`src/sv/dlt_pkg.sv`:
```
// dlt_pkg: shared types and constants for the device liveness table
// no dependencies; used by dlt_slot_unit and device_liveness_table
package dlt_pkg;

    localparam int TABLE_DEPTH_DEF = 16;
    localparam int KEY_BYTES_DEF   = 8;

    localparam int OPC_W  = 2;
    localparam int ADDR_W = 16;
    localparam int KEYIN_W = 64;
    localparam int LEN_W  = 4;
    localparam int CNT_W  = 8;
    localparam int BYTE_W = 8;

    localparam logic [OPC_W-1:0] OP_JOIN      = 2'd0;
    localparam logic [OPC_W-1:0] OP_HEARTBEAT = 2'd1;
    localparam logic [OPC_W-1:0] OP_TICK      = 2'd2;

    localparam logic [CNT_W-1:0] RELOAD_RST = 8'd3;

    localparam logic [BYTE_W-1:0] HDR_KNOWN    = 8'hff;
    localparam logic [BYTE_W-1:0] HDR_OTHER    = 8'hfc;
    localparam logic [BYTE_W-1:0] CLASS_SWITCH = 8'h01;
    localparam logic [BYTE_W-1:0] CLASS_SENSOR = 8'h02;
    localparam logic [BYTE_W-1:0] JOIN_SWITCH  = 8'h13;
    localparam logic [BYTE_W-1:0] JOIN_SENSOR  = 8'h14;
    localparam logic [BYTE_W-1:0] JOIN_OTHER   = 8'h10;
    localparam logic [BYTE_W-1:0] OFF_SWITCH   = 8'h23;
    localparam logic [BYTE_W-1:0] OFF_SENSOR   = 8'h24;
    localparam logic [BYTE_W-1:0] OFF_OTHER    = 8'h20;

    typedef enum logic [2:0] {
        ST_IDLE,
        ST_READ,
        ST_CHECK,
        ST_JOIN_WR,
        ST_FLUSH
    } state_t;

    // result of the shared compare unit for the slot under test
    typedef struct packed {
        logic              key_hit;
        logic              addr_hit;
        logic              expire;
        logic [CNT_W-1:0]  cnt_next;
        logic [BYTE_W-1:0] header;
        logic [BYTE_W-1:0] code;
    } slot_status_t;

endpackage

```
`src/sv/dlt_entry_ram.sv`:
```
// dlt_entry_ram: slot storage (address, key, length, countdown), one write
// and one registered read port; depends on nothing
module dlt_entry_ram #(
    parameter int DEPTH  = 16,
    parameter int DATA_W = 100
) (
    input  logic                     aclk,
    input  logic                     wr_en,
    input  logic [$clog2(DEPTH)-1:0] wr_idx,
    input  logic [DATA_W-1:0]        wr_data,
    input  logic                     rd_en,
    input  logic [$clog2(DEPTH)-1:0] rd_idx,
    output logic [DATA_W-1:0]        rd_data
);

    logic [DATA_W-1:0] mem [DEPTH];
    logic [DATA_W-1:0] rd_data_reg;

    always_ff @(posedge aclk) begin
        if (wr_en) begin
            mem[wr_idx] <= wr_data;
        end
    end

    always_ff @(posedge aclk) begin
        if (rd_en) begin
            rd_data_reg <= mem[rd_idx];
        end
    end

    assign rd_data = rd_data_reg;

endmodule

```
`src/sv/dlt_slot_unit.sv`:
```
// dlt_slot_unit: shared compare and countdown unit applied to one slot per step
// depends on dlt_pkg
module dlt_slot_unit #(
    parameter int KEY_BYTES = dlt_pkg::KEY_BYTES_DEF
) (
    input  logic [KEY_BYTES*8-1:0]       slot_key,
    input  logic [dlt_pkg::LEN_W-1:0]    slot_len,
    input  logic [dlt_pkg::ADDR_W-1:0]   slot_addr,
    input  logic [dlt_pkg::CNT_W-1:0]    slot_cnt,
    input  logic [KEY_BYTES*8-1:0]       req_key,
    input  logic [dlt_pkg::LEN_W-1:0]    req_len,
    input  logic [dlt_pkg::ADDR_W-1:0]   req_addr,
    input  logic [dlt_pkg::BYTE_W-1:0]   first_byte,
    input  logic                         online,
    output dlt_pkg::slot_status_t        status
);

    always_comb begin
        status.key_hit  = (slot_len == req_len) && (slot_key == req_key);
        status.addr_hit = (slot_addr == req_addr);
        // saturating decrement, zero after the tick means offline
        status.cnt_next = (slot_cnt == '0) ? '0 : slot_cnt - dlt_pkg::CNT_W'(1);
        status.expire   = (status.cnt_next == '0);

        if (first_byte == dlt_pkg::CLASS_SWITCH) begin
            status.header = dlt_pkg::HDR_KNOWN;
            status.code   = online ? dlt_pkg::JOIN_SWITCH : dlt_pkg::OFF_SWITCH;
        end else if (first_byte == dlt_pkg::CLASS_SENSOR) begin
            status.header = dlt_pkg::HDR_KNOWN;
            status.code   = online ? dlt_pkg::JOIN_SENSOR : dlt_pkg::OFF_SENSOR;
        end else begin
            status.header = dlt_pkg::HDR_OTHER;
            status.code   = online ? dlt_pkg::JOIN_OTHER : dlt_pkg::OFF_OTHER;
        end
    end

endmodule

```
`src/sv/device_liveness_table.sv`:
```
// device_liveness_table: table of joined devices with heartbeat countdowns
//
// Requests come in on s_valid/s_ready with opcode, short address, key and key
// length: join (0), heartbeat (1), tick (2); opcode 3 is taken and dropped.
// Reports leave on m_valid/m_ready, one per join and one per device that a
// tick takes offline, m_last set on the final report of a request.
// The user writes heartbeat_reload through cfg_wr_en/cfg_wr_data only while
// idle; the block does not enforce this. Joins, heartbeats and ticks walk the
// slots through one shared compare unit, each slot in READ (registered memory
// read), then CHECK (check, write back); a heartbeat ends at its first match.
// s_ready is high only between requests. One report sits in the output
// register and one more is held pending during a tick; when the receiver
// stalls, the walk pauses at the next expiring slot until a register frees.
// Reset clears all slot valid bits, loads heartbeat_reload with 3 and drops
// any report in flight; slot contents are only read once written by a join.
// Depends on dlt_pkg, dlt_entry_ram and dlt_slot_unit.
module device_liveness_table #(
    parameter int TABLE_DEPTH = dlt_pkg::TABLE_DEPTH_DEF,
    parameter int KEY_BYTES   = dlt_pkg::KEY_BYTES_DEF
) (
    input  logic                          aclk,
    input  logic                          aresetn,
    input  logic                          s_valid,
    output logic                          s_ready,
    input  logic [dlt_pkg::OPC_W-1:0]     s_opcode,
    input  logic [dlt_pkg::ADDR_W-1:0]    s_short_addr,
    input  logic [dlt_pkg::KEYIN_W-1:0]   s_device_key,
    input  logic [dlt_pkg::LEN_W-1:0]     s_key_length,
    output logic                          m_valid,
    input  logic                          m_ready,
    output logic [dlt_pkg::BYTE_W-1:0]    m_header_byte,
    output logic [dlt_pkg::BYTE_W-1:0]    m_code_byte,
    output logic [dlt_pkg::ADDR_W-1:0]    m_device_addr,
    output logic                          m_table_full,
    output logic                          m_last,
    input  logic                          cfg_wr_en,
    input  logic [dlt_pkg::CNT_W-1:0]     cfg_wr_data
);

    localparam int IDX_W   = $clog2(TABLE_DEPTH);
    localparam int KEY_W   = KEY_BYTES * 8;
    localparam int CNT_LO  = 0;
    localparam int LEN_LO  = CNT_LO + dlt_pkg::CNT_W;
    localparam int KEY_LO  = LEN_LO + dlt_pkg::LEN_W;
    localparam int ADDR_LO = KEY_LO + KEY_W;
    localparam int ENTRY_W = ADDR_LO + dlt_pkg::ADDR_W;
    localparam logic [IDX_W-1:0] LAST_IDX = IDX_W'(TABLE_DEPTH - 1);
    localparam logic [dlt_pkg::LEN_W-1:0] MAX_LEN = dlt_pkg::LEN_W'(KEY_BYTES);

    // control state
    dlt_pkg::state_t          state_reg, state_next;
    logic [IDX_W-1:0]         idx_reg, idx_next;
    logic [TABLE_DEPTH-1:0]   valid_reg, valid_next;
    logic                     hit_reg, hit_next;
    logic                     free_found_reg, free_found_next;
    logic [IDX_W-1:0]         free_idx_reg, free_idx_next;
    logic                     pend_valid_reg, pend_valid_next;
    logic                     m_valid_reg, m_valid_next;
    logic [dlt_pkg::CNT_W-1:0] reload_reg, reload_next;

    // request and report payload
    logic [dlt_pkg::OPC_W-1:0]  op_reg, op_next;
    logic [dlt_pkg::ADDR_W-1:0] addr_reg, addr_next;
    logic [KEY_W-1:0]           key_reg, key_next;
    logic [dlt_pkg::LEN_W-1:0]  len_reg, len_next;
    logic [dlt_pkg::ADDR_W-1:0] pend_addr_reg, pend_addr_next;
    logic [dlt_pkg::BYTE_W-1:0] pend_hdr_reg, pend_hdr_next;
    logic [dlt_pkg::BYTE_W-1:0] pend_code_reg, pend_code_next;
    logic [dlt_pkg::BYTE_W-1:0] m_hdr_reg, m_hdr_next;
    logic [dlt_pkg::BYTE_W-1:0] m_code_reg, m_code_next;
    logic [dlt_pkg::ADDR_W-1:0] m_addr_reg, m_addr_next;
    logic                       m_full_reg, m_full_next;
    logic                       m_last_reg, m_last_next;

    // memory and compare unit hookup
    logic                       wr_en;
    logic [IDX_W-1:0]           wr_idx;
    logic [ENTRY_W-1:0]         wr_data;
    logic                       rd_en;
    logic [ENTRY_W-1:0]         rd_data;
    logic [dlt_pkg::ADDR_W-1:0] rd_addr;
    logic [KEY_W-1:0]           rd_key;
    logic [dlt_pkg::LEN_W-1:0]  rd_len;
    logic [dlt_pkg::CNT_W-1:0]  rd_cnt;
    logic [dlt_pkg::BYTE_W-1:0] first_byte;
    logic                       online;
    dlt_pkg::slot_status_t      status;

    logic                       out_free;
    logic                       slot_live;
    logic                       last_slot;
    logic [dlt_pkg::LEN_W-1:0]  len_clamp;
    logic [KEY_W-1:0]           key_masked;

    assign rd_addr = rd_data[ADDR_LO +: dlt_pkg::ADDR_W];
    assign rd_key  = rd_data[KEY_LO +: KEY_W];
    assign rd_len  = rd_data[LEN_LO +: dlt_pkg::LEN_W];
    assign rd_cnt  = rd_data[CNT_LO +: dlt_pkg::CNT_W];

    assign first_byte = (op_reg == dlt_pkg::OP_TICK) ? rd_key[7:0] : key_reg[7:0];
    assign online     = (op_reg != dlt_pkg::OP_TICK);

    dlt_entry_ram #(
        .DEPTH  (TABLE_DEPTH),
        .DATA_W (ENTRY_W)
    ) u_ram (
        .aclk    (aclk),
        .wr_en   (wr_en),
        .wr_idx  (wr_idx),
        .wr_data (wr_data),
        .rd_en   (rd_en),
        .rd_idx  (idx_reg),
        .rd_data (rd_data)
    );

    dlt_slot_unit #(
        .KEY_BYTES (KEY_BYTES)
    ) u_slot (
        .slot_key   (rd_key),
        .slot_len   (rd_len),
        .slot_addr  (rd_addr),
        .slot_cnt   (rd_cnt),
        .req_key    (key_reg),
        .req_len    (len_reg),
        .req_addr   (addr_reg),
        .first_byte (first_byte),
        .online     (online),
        .status     (status)
    );

    // clamp length and zero the key bytes past it
    always_comb begin
        len_clamp = (s_key_length > MAX_LEN) ? MAX_LEN : s_key_length;
        for (int b = 0; b < KEY_BYTES; b++) begin
            key_masked[b*8 +: 8] = (dlt_pkg::LEN_W'(b) < len_clamp) ?
                                   s_device_key[b*8 +: 8] : 8'h00;
        end
    end

    assign out_free  = !m_valid_reg || m_ready;
    assign slot_live = valid_reg[idx_reg];
    assign last_slot = (idx_reg == LAST_IDX);

    always_comb begin
        state_next      = state_reg;
        idx_next        = idx_reg;
        valid_next      = valid_reg;
        hit_next        = hit_reg;
        free_found_next = free_found_reg;
        free_idx_next   = free_idx_reg;
        pend_valid_next = pend_valid_reg;
        pend_addr_next  = pend_addr_reg;
        pend_hdr_next   = pend_hdr_reg;
        pend_code_next  = pend_code_reg;
        reload_next     = cfg_wr_en ? cfg_wr_data : reload_reg;
        op_next         = op_reg;
        addr_next       = addr_reg;
        key_next        = key_reg;
        len_next        = len_reg;
        m_valid_next    = m_valid_reg && !m_ready;
        m_hdr_next      = m_hdr_reg;
        m_code_next     = m_code_reg;
        m_addr_next     = m_addr_reg;
        m_full_next     = m_full_reg;
        m_last_next     = m_last_reg;
        s_ready         = 1'b0;
        rd_en           = 1'b0;
        wr_en           = 1'b0;
        wr_idx          = idx_reg;
        wr_data         = rd_data;

        case (state_reg)
            dlt_pkg::ST_IDLE: begin
                s_ready = 1'b1;
                if (s_valid) begin
                    op_next         = s_opcode;
                    addr_next       = s_short_addr;
                    key_next        = key_masked;
                    len_next        = len_clamp;
                    idx_next        = '0;
                    hit_next        = 1'b0;
                    free_found_next = 1'b0;
                    if (s_opcode == dlt_pkg::OP_JOIN || s_opcode == dlt_pkg::OP_HEARTBEAT
                        || s_opcode == dlt_pkg::OP_TICK) begin
                        state_next = dlt_pkg::ST_READ;
                    end
                end
            end
            dlt_pkg::ST_READ: begin
                rd_en      = 1'b1;
                state_next = dlt_pkg::ST_CHECK;
            end
            dlt_pkg::ST_CHECK: begin
                case (op_reg)
                    dlt_pkg::OP_JOIN: begin
                        if (slot_live && status.key_hit) begin
                            // known device: only the address changes
                            wr_en      = 1'b1;
                            wr_data    = {addr_reg, rd_key, rd_len, rd_cnt};
                            hit_next   = 1'b1;
                            state_next = dlt_pkg::ST_JOIN_WR;
                        end else begin
                            if (!slot_live && !free_found_reg) begin
                                free_found_next = 1'b1;
                                free_idx_next   = idx_reg;
                            end
                            if (last_slot) begin
                                state_next = dlt_pkg::ST_JOIN_WR;
                            end else begin
                                idx_next   = idx_reg + IDX_W'(1);
                                state_next = dlt_pkg::ST_READ;
                            end
                        end
                    end
                    dlt_pkg::OP_HEARTBEAT: begin
                        if (slot_live && status.addr_hit) begin
                            wr_en      = 1'b1;
                            wr_data    = {rd_addr, rd_key, rd_len, reload_reg};
                            state_next = dlt_pkg::ST_IDLE;
                        end else if (last_slot) begin
                            state_next = dlt_pkg::ST_IDLE;
                        end else begin
                            idx_next   = idx_reg + IDX_W'(1);
                            state_next = dlt_pkg::ST_READ;
                        end
                    end
                    dlt_pkg::OP_TICK: begin
                        // hold an expiring slot when both report registers are busy
                        if (!(slot_live && status.expire && pend_valid_reg && !out_free)) begin
                            if (slot_live) begin
                                wr_en   = 1'b1;
                                wr_data = {rd_addr, rd_key, rd_len, status.cnt_next};
                                if (status.expire) begin
                                    valid_next[idx_reg] = 1'b0;
                                    if (pend_valid_reg) begin
                                        m_valid_next = 1'b1;
                                        m_hdr_next   = pend_hdr_reg;
                                        m_code_next  = pend_code_reg;
                                        m_addr_next  = pend_addr_reg;
                                        m_full_next  = 1'b0;
                                        m_last_next  = 1'b0;
                                    end
                                    pend_valid_next = 1'b1;
                                    pend_addr_next  = rd_addr;
                                    pend_hdr_next   = status.header;
                                    pend_code_next  = status.code;
                                end
                            end
                            if (last_slot) begin
                                state_next = pend_valid_next ? dlt_pkg::ST_FLUSH
                                                             : dlt_pkg::ST_IDLE;
                            end else begin
                                idx_next   = idx_reg + IDX_W'(1);
                                state_next = dlt_pkg::ST_READ;
                            end
                        end
                    end
                    default: begin
                        state_next = dlt_pkg::ST_IDLE;
                    end
                endcase
            end
            dlt_pkg::ST_JOIN_WR: begin
                if (out_free) begin
                    m_valid_next = 1'b1;
                    m_hdr_next   = status.header;
                    m_code_next  = status.code;
                    m_addr_next  = addr_reg;
                    m_full_next  = !hit_reg && !free_found_reg;
                    m_last_next  = 1'b1;
                    if (!hit_reg && free_found_reg) begin
                        wr_en                    = 1'b1;
                        wr_idx                   = free_idx_reg;
                        wr_data                  = {addr_reg, key_reg, len_reg, reload_reg};
                        valid_next[free_idx_reg] = 1'b1;
                    end
                    state_next = dlt_pkg::ST_IDLE;
                end
            end
            dlt_pkg::ST_FLUSH: begin
                if (out_free) begin
                    m_valid_next    = 1'b1;
                    m_hdr_next      = pend_hdr_reg;
                    m_code_next     = pend_code_reg;
                    m_addr_next     = pend_addr_reg;
                    m_full_next     = 1'b0;
                    m_last_next     = 1'b1;
                    pend_valid_next = 1'b0;
                    state_next      = dlt_pkg::ST_IDLE;
                end
            end
            default: begin
                state_next = dlt_pkg::ST_IDLE;
            end
        endcase
    end

    always_ff @(posedge aclk) begin
        if (!aresetn) begin
            state_reg      <= dlt_pkg::ST_IDLE;
            idx_reg        <= '0;
            valid_reg      <= '0;
            hit_reg        <= 1'b0;
            free_found_reg <= 1'b0;
            free_idx_reg   <= '0;
            pend_valid_reg <= 1'b0;
            m_valid_reg    <= 1'b0;
            reload_reg     <= dlt_pkg::RELOAD_RST;
        end else begin
            state_reg      <= state_next;
            idx_reg        <= idx_next;
            valid_reg      <= valid_next;
            hit_reg        <= hit_next;
            free_found_reg <= free_found_next;
            free_idx_reg   <= free_idx_next;
            pend_valid_reg <= pend_valid_next;
            m_valid_reg    <= m_valid_next;
            reload_reg     <= reload_next;
        end
    end

    always_ff @(posedge aclk) begin
        op_reg        <= op_next;
        addr_reg      <= addr_next;
        key_reg       <= key_next;
        len_reg       <= len_next;
        pend_addr_reg <= pend_addr_next;
        pend_hdr_reg  <= pend_hdr_next;
        pend_code_reg <= pend_code_next;
        m_hdr_reg     <= m_hdr_next;
        m_code_reg    <= m_code_next;
        m_addr_reg    <= m_addr_next;
        m_full_reg    <= m_full_next;
        m_last_reg    <= m_last_next;
    end

    assign m_valid       = m_valid_reg;
    assign m_header_byte = m_hdr_reg;
    assign m_code_byte   = m_code_reg;
    assign m_device_addr = m_addr_reg;
    assign m_table_full  = m_full_reg;
    assign m_last        = m_last_reg;

endmodule

```
`config.mk`:
```
export PLATFORM = sky130hd
export DESIGN_NAME = device_liveness_table
export DESIGN_NICKNAME = d
export VERILOG_FILES = /design/src/sv/dlt_pkg.sv /design/src/sv/dlt_entry_ram.sv /design/src/sv/dlt_slot_unit.sv /design/src/sv/device_liveness_table.sv
export SDC_FILE = /design/constraint.sdc
export NUM_CORES = 2
export LEC_CHECK = 0
export BUFFER_PORTS_ARGS = -buffer_cell sky130_fd_sc_hd__buf_2
export CAP_MARGIN = 20
export CORE_MARGIN = 2
export CORE_UTILIZATION = 45
export CTS_CLUSTER_DIAMETER = 30
export DETAILED_ROUTE_END_ITERATION = 16
export HOLD_SLACK_MARGIN = 0.15
export PLACE_DENSITY = 0.57
export SLEW_MARGIN = 20
export SYNTH_ARGS = -nofsm -noshare
export SYNTH_HDL_FRONTEND = slang
export SYNTH_SLANG_ARGS = --single-unit
export TNS_END_PERCENT = 20
```
`constraint.sdc`:
```
create_clock -name aclk -period 13.3 [get_ports aclk]
set_input_delay 1.33 -clock aclk [delete_from_list [all_inputs] [get_ports aclk]]
set_output_delay 1.33 -clock aclk [all_outputs]
set_load 0.02 [all_outputs]
```
* Word level (Yosys, flattened, before mapping)
Memories as Yosys holds them, arrays and structs flattened. A register that Yosys moved wholly into a read port is not among the register bits.
Index checks and enable logic that the tools add are counted.
** Storage, ports and cells
- Bits in registers :: 191
- Memory bits (writable) :: 1472
- Input port bits :: 99
- Output and inout port bits :: 36
- Logic and storage cells :: 246
- Memories :: 1
** Operators by class
- Add/sub/neg operators :: 2
- $lt $le $gt $ge :: 13
- Equal/unequal tests :: 34
- Mux-type cells :: 120
- Bitwise operators :: 5
- Reductions and logical operators :: 43
** Memory list
- u_ram.mem :: depth 16, width 92, rd ports 1, clocked after memory_dff 1, write ports 1, RTL line dlt_entry_ram.sv:16 : logic [DATA_W-1:0] mem [DEPTH];
** Operators by type and width (number)
- $mux 92 :: 3
- $pmux 92 s3 :: 1
- $mux 16 :: 14
- $pmux 92 s2 :: 1
- $mux 8 :: 19
- $eq 64x64->1 :: 1
- $pmux 16 s3 :: 1
- $pmux 8 s3 :: 2
- $mux 1 :: 42
- $mux 4 :: 9
- $pmux 16 s2 :: 1
- $ne 2x2->1 const B :: 14
- $mux 3 :: 6
- $mux 6 :: 3
- $and 16x16->16 :: 1
- $eq 16x16->1 :: 1
- $logic_not 8->1 :: 2
- $lt 3x4->1 const A :: 4
- $not 16->16 :: 1
- $or 16x16->16 :: 1
- $reduce_and 4->1 :: 4
- $reduce_and 7->1 :: 2
- $logic_and 1x1->1 :: 12
- $pmux 1 s2 :: 6
- 40 further kinds :: 66

* Logic depth before layout (Yosys ltp)
- Word-level depth :: 14
- Gate-level depth with buffers :: 11
- Gate-level depth less buffers :: 10

* Cells and area by module
Synthesis repeated with hierarchy kept, for this count alone.
** Unflattened totals
- Cell total of the unflattened synthesis :: 3356
- Area, all modules :: 68020.2 µm²
** By module, submodules not included
- dlt_entry_ram :: times used 1, cells an instance 2357, area each 57680.3 µm², seq. area each 46965.0 µm²
- device_liveness_table :: times used 1, cells an instance 834, area each 9078.7 µm², seq. area each 5345.1 µm²
- dlt_slot_unit :: times used 1, cells an instance 165, area each 1261.2 µm², seq. area each 0.0 µm²

* Worst setup path before layout
Ideal clock, no wire load.
- Path type :: input to register
- Start point :: input port m_ready
- End point :: memory u_ram.mem[0][0] in the netlist's numbering (enable)
- Arrival :: 9.326 ns
- Data required time :: 12.621 ns
- Slack :: 3.295 ns
- Stages on the path :: 7
- Buffers on the path :: 1
- Path through :: nand2b_1 > nand3b_1 > or2_2 > clkbuf_1 > nor3_1 > a21oi_1 > o31ai_1
** Between the ends
- Word-level cells in the longest chain between the ends :: 8
** Ends and longest elaborated chain
- start, declared :: RTL line device_liveness_table.sv:30 : input logic m_ready,
- $logic_or 1x1->1 * :: RTL line device_liveness_table.sv:140 : assign out_free = !m_valid_reg || m_ready;
- $logic_not 1->1 :: RTL line device_liveness_table.sv:229 : if (!(slot_live && status.expire && pend_valid_reg && !out_free)) begin
- $logic_and 1x1->1 :: RTL line device_liveness_table.sv:229
- $mux 1 :: RTL line device_liveness_table.sv:229
- $pmux 1 s3 :: RTL line device_liveness_table.sv:194 : case (op_reg)
- $pmux 1 s2 :: RTL line device_liveness_table.sv:172 : case (state_reg)
- $mux 1 :: RTL line dlt_entry_ram.sv:20 : if (wr_en) begin
- $mux 1 (not written as such) :: RTL line dlt_entry_ram.sv:21 : mem[wr_idx] <= wr_data;
- end, declared :: RTL line dlt_entry_ram.sv:16
Every way passes the cells marked *; elsewhere a longest branch is shown, timed or not.

* Worst setup path after layout
- Start point :: register idx_reg[3]
- End point :: memory u_ram.mem[3][68] in the netlist's numbering (enable)
** Between the ends
- Word-level cells in the longest chain between the ends :: 10
** Ends and longest elaborated chain
- start, declared :: RTL line device_liveness_table.sv:52 : logic [IDX_W-1:0] idx_reg, idx_next;
- start signal, assigned :: RTL line device_liveness_table.sv:311 : idx_reg <= idx_next;
- $bmux 1 s4 :: RTL line device_liveness_table.sv:141 : assign slot_live = valid_reg[idx_reg];
- $mux 1 (not written as such) :: RTL line device_liveness_table.sv:141
- $logic_and 1x1->1 (3 in series) :: RTL line device_liveness_table.sv:229
- $mux 1 :: RTL line device_liveness_table.sv:229
- $pmux 1 s3 :: RTL line device_liveness_table.sv:194
- $pmux 1 s2 :: RTL line device_liveness_table.sv:172
- $mux 1 :: RTL line dlt_entry_ram.sv:20
- $mux 1 (not written as such) :: RTL line dlt_entry_ram.sv:21
Several ways; a longest one is shown, not always the timed one. The select of a mux whose other input is x is not followed.

==> results.json <==
{
  "status": "completed",
  "fin_util": 0.557,
  "detail-route-antenna-nets": 0,
  "yosysMostFrequentCell": "edfxtp_1",
  "synth-seq-cells": 1733,
  "synth_largest_area_cell": "edfxtp_1",
  "grt_max_degree": 96,
  "maxSlewViolCount": 0,
  "ys_async_sr_fraction": 0,
  "first_pass_iters": 6,
  "finalCriticalPeriod_ns": 6.01,
  "max_freq_ghz": 0.166,
  "initial_utilization": 0.454,
  "ys_warn_count": 0,
  "wl_per_cell_um": 29.0,
  "reg2reg_depth": 9,
  "grt_pass1_vias": 35000,
  "area_growth_pct": 22.8,
  "synth_cell_types": 66,
  "rsz0062_at_grt": "no",
  "antenna_found_initial": 6,
  "setup_viol": 0,
  "path_class": "flip-flop to flip-flop",
  "synth.top_cell.area_share": 0.757,
  "htree_levels": 5,
  "io-pin-count": 135,
  "post_cts_buffers": 0,
  "synth-edff-count": 1694,
  "fp.coreArea_um2": 148000,
  "vias": 33400,
  "netlist_top_cells_count": "edfxtp_1, mux4_2, nand2_1",
  "initialDrtViolationCount": 3745,
  "yosys-top-cells-area": "edfxtp_1, mux4_2, nand2_1, dfxtp_1, xor2_1",
  "slew_headroom": 0.229,
  "clkLatencyLatePin_ns": 0.91,
  "die_h_um": 390,
  "port_buffers": 125,
  "die_area_um2": 152000,
  "synth_ff_type": "edfxtp_1",
  "cts_inserted_buffers": 366,
  "setup_tns_ns": 0,
  "required_ns": 13.78,
  "stdcell_area_um2": 82500,
  "viasPerCell": 5.83,
  "dp_hpwl_mm": 87.6,
  "row_count": 141,
  "gp_congestion": 0.831,
  "cts_tree": "built",
  "final_nets": 3609,
  "p_leak_nw": 26.5,
  "grt_overflow_total": 0,
  "tightest_slew_ns": 1.16,
  "crit_fanout": 43,
  "total_power_w": 0.0153,
  "drive_above_1_share": 0.348,
  "place_area_um2": 70400,
  "cts_resized": 0,
  "path_clk_slew_ns": 0.04,
  "synth_area_um2": 67200,
  "remaining_drc_errors": 0,
  "drt_wl_total_mm": 166,
  "end_kind": "flip-flop",
  "max-cap-violations": 0,
  "root_buffer": "clkbuf_16",
  "grt_pass1_wl_mm": 242,
  "synth_area_per_cell_um2": 21.7,
  "min_path_cells": 2,
  "critPathLaunchType": "flip-flop",
  "die_x_um": 390,
  "largest_reg_flops": 1472,
  "clock_path_buffers": 4,
  "powerDensity_nw_per_um2": 186,
  "hold_class": "flip-flop to flip-flop",
  "fin_crit_sh": 0.452,
  "synthCells": 3098,
  "seq_area_frac_synth": 0.769,
  "ir_drop_v": 0.000131,
  "hold_violations": 0,
  "cts.sinks": 1733,
  "worst_ep_arrival_time_ns": 6.49,
  "ctsHoldBuffers": 0,
  "grt_usage": 0.219,
  "clock_skew_ns": 0.0858
}
==> cells by family after synthesis <==
group | share of synthesized area
AO/OA/AOI/OAI | 0.0113
XOR/XNOR | 0.0111
adder cells (fa/ha/maj) | 0.000931
buffers and inverters | 0.0105
flip-flops | 0.769
multiplexers | 0.164
other | 0.000112
AND/OR/NAND/NOR | 0.0336
==> cell usage in the layout, fill, tap and decap left out, drive strengths merged, types with 4 or more instances in the layout <==
master    netlist  routed
edfxtp       1694    1694
mux4          464     464
clkbuf         98     404
nand2         256     256
buf            54     184
clkinv          0     124
xor2           76      76
clkinvlp        0      64
nor2b          46      46
nor2           45      45
bufinv          0      41
dfxtp          39      39
mux2           37      37
o21ai          37      37
a21oi          34      34
inv            11      29
and2           27      27
nor4           23      23
nand3          17      17
nor3           16      16
mux2i          15      15
xnor2           9       9
nand4           9       9
conb            2       9
o31ai           9       9
nand3b          8       8
a22oi           8       8
a31oi           6       6
ha              5       5
or2             5       5
and3            4       4
nor3b           4       4
==> through the flow <==
stage                     setup WS, ns  hold WS, ns  std cells
after global placement            7.22        0.468       5065
after floorplan                   3.29        0.442       3105
after CTS                         7.14        0.482       5717
final                             7.29        0.483       5719
after global routing              6.91        0.498       5718
after detailed placement          7.12        0.477       5066
==> routing by layer <==
layer,global-route usage,routed length (um),up-vias,part of all wire
met5,0,0,-,0
met4,0.0684,3990,0,0.024
met3,0.0397,11400,310,0.069
met2,0.351,80700,1441,0.49
met1,0.308,69600,17800,0.42
li1,-,-,13800,-
==> worst max-delay path, stage by stage, from the launching register on <==
cell and delay [ns]:
dfxtp_4 0.82, buf_4 0.82, nand3b_1 0.25, and4_1 0.44, nor3_2 0.38, a41o_1 0.20, a22oi_4 0.18, o31ai_4 0.98
buf_4 0.71, buf_4 0.79
==> final cells by class <==
| class | count | area, um2 |
|---|---|---|
| Tap cell | 1930 | 2410 |
| Fill cell | 10900 | 65500 |
| Sequential cell | 1733 | 51700 |
| Clock inverter | 247 | 2610 |
| Multi-Input combinational cell | 1209 | 15100 |
| Antenna cell | 1 | 2.50 |
| Clock buffer | 404 | 9430 |
| Timing Repair Buffer | 184 | 1200 |
| Inverter | 11 | 43.8 |
==> report_power, final <==
group	internal, W	switching, W	total, W
combinational	0.000142	0.000282	0.000423
sequential	0.00610	0.0000465	0.00615
clock	0.00588	0.00287	0.00875
total	0.0121	0.00320	0.0153
==> worst paths after layout <==
| kind | end | slack, ns | from |
|---|---|---|---|
| min | valid_reg[0] | 0.48 | valid_reg[0] |
| min reg2reg | valid_reg[0] | 0.48 | valid_reg[0] |
| max | u_ram.mem[3][68] | 7.29 | idx_reg[3] |
| max reg2reg | u_ram.mem[3][68] | 7.29 | idx_reg[3] |
(Power assumes the default switching activity.)
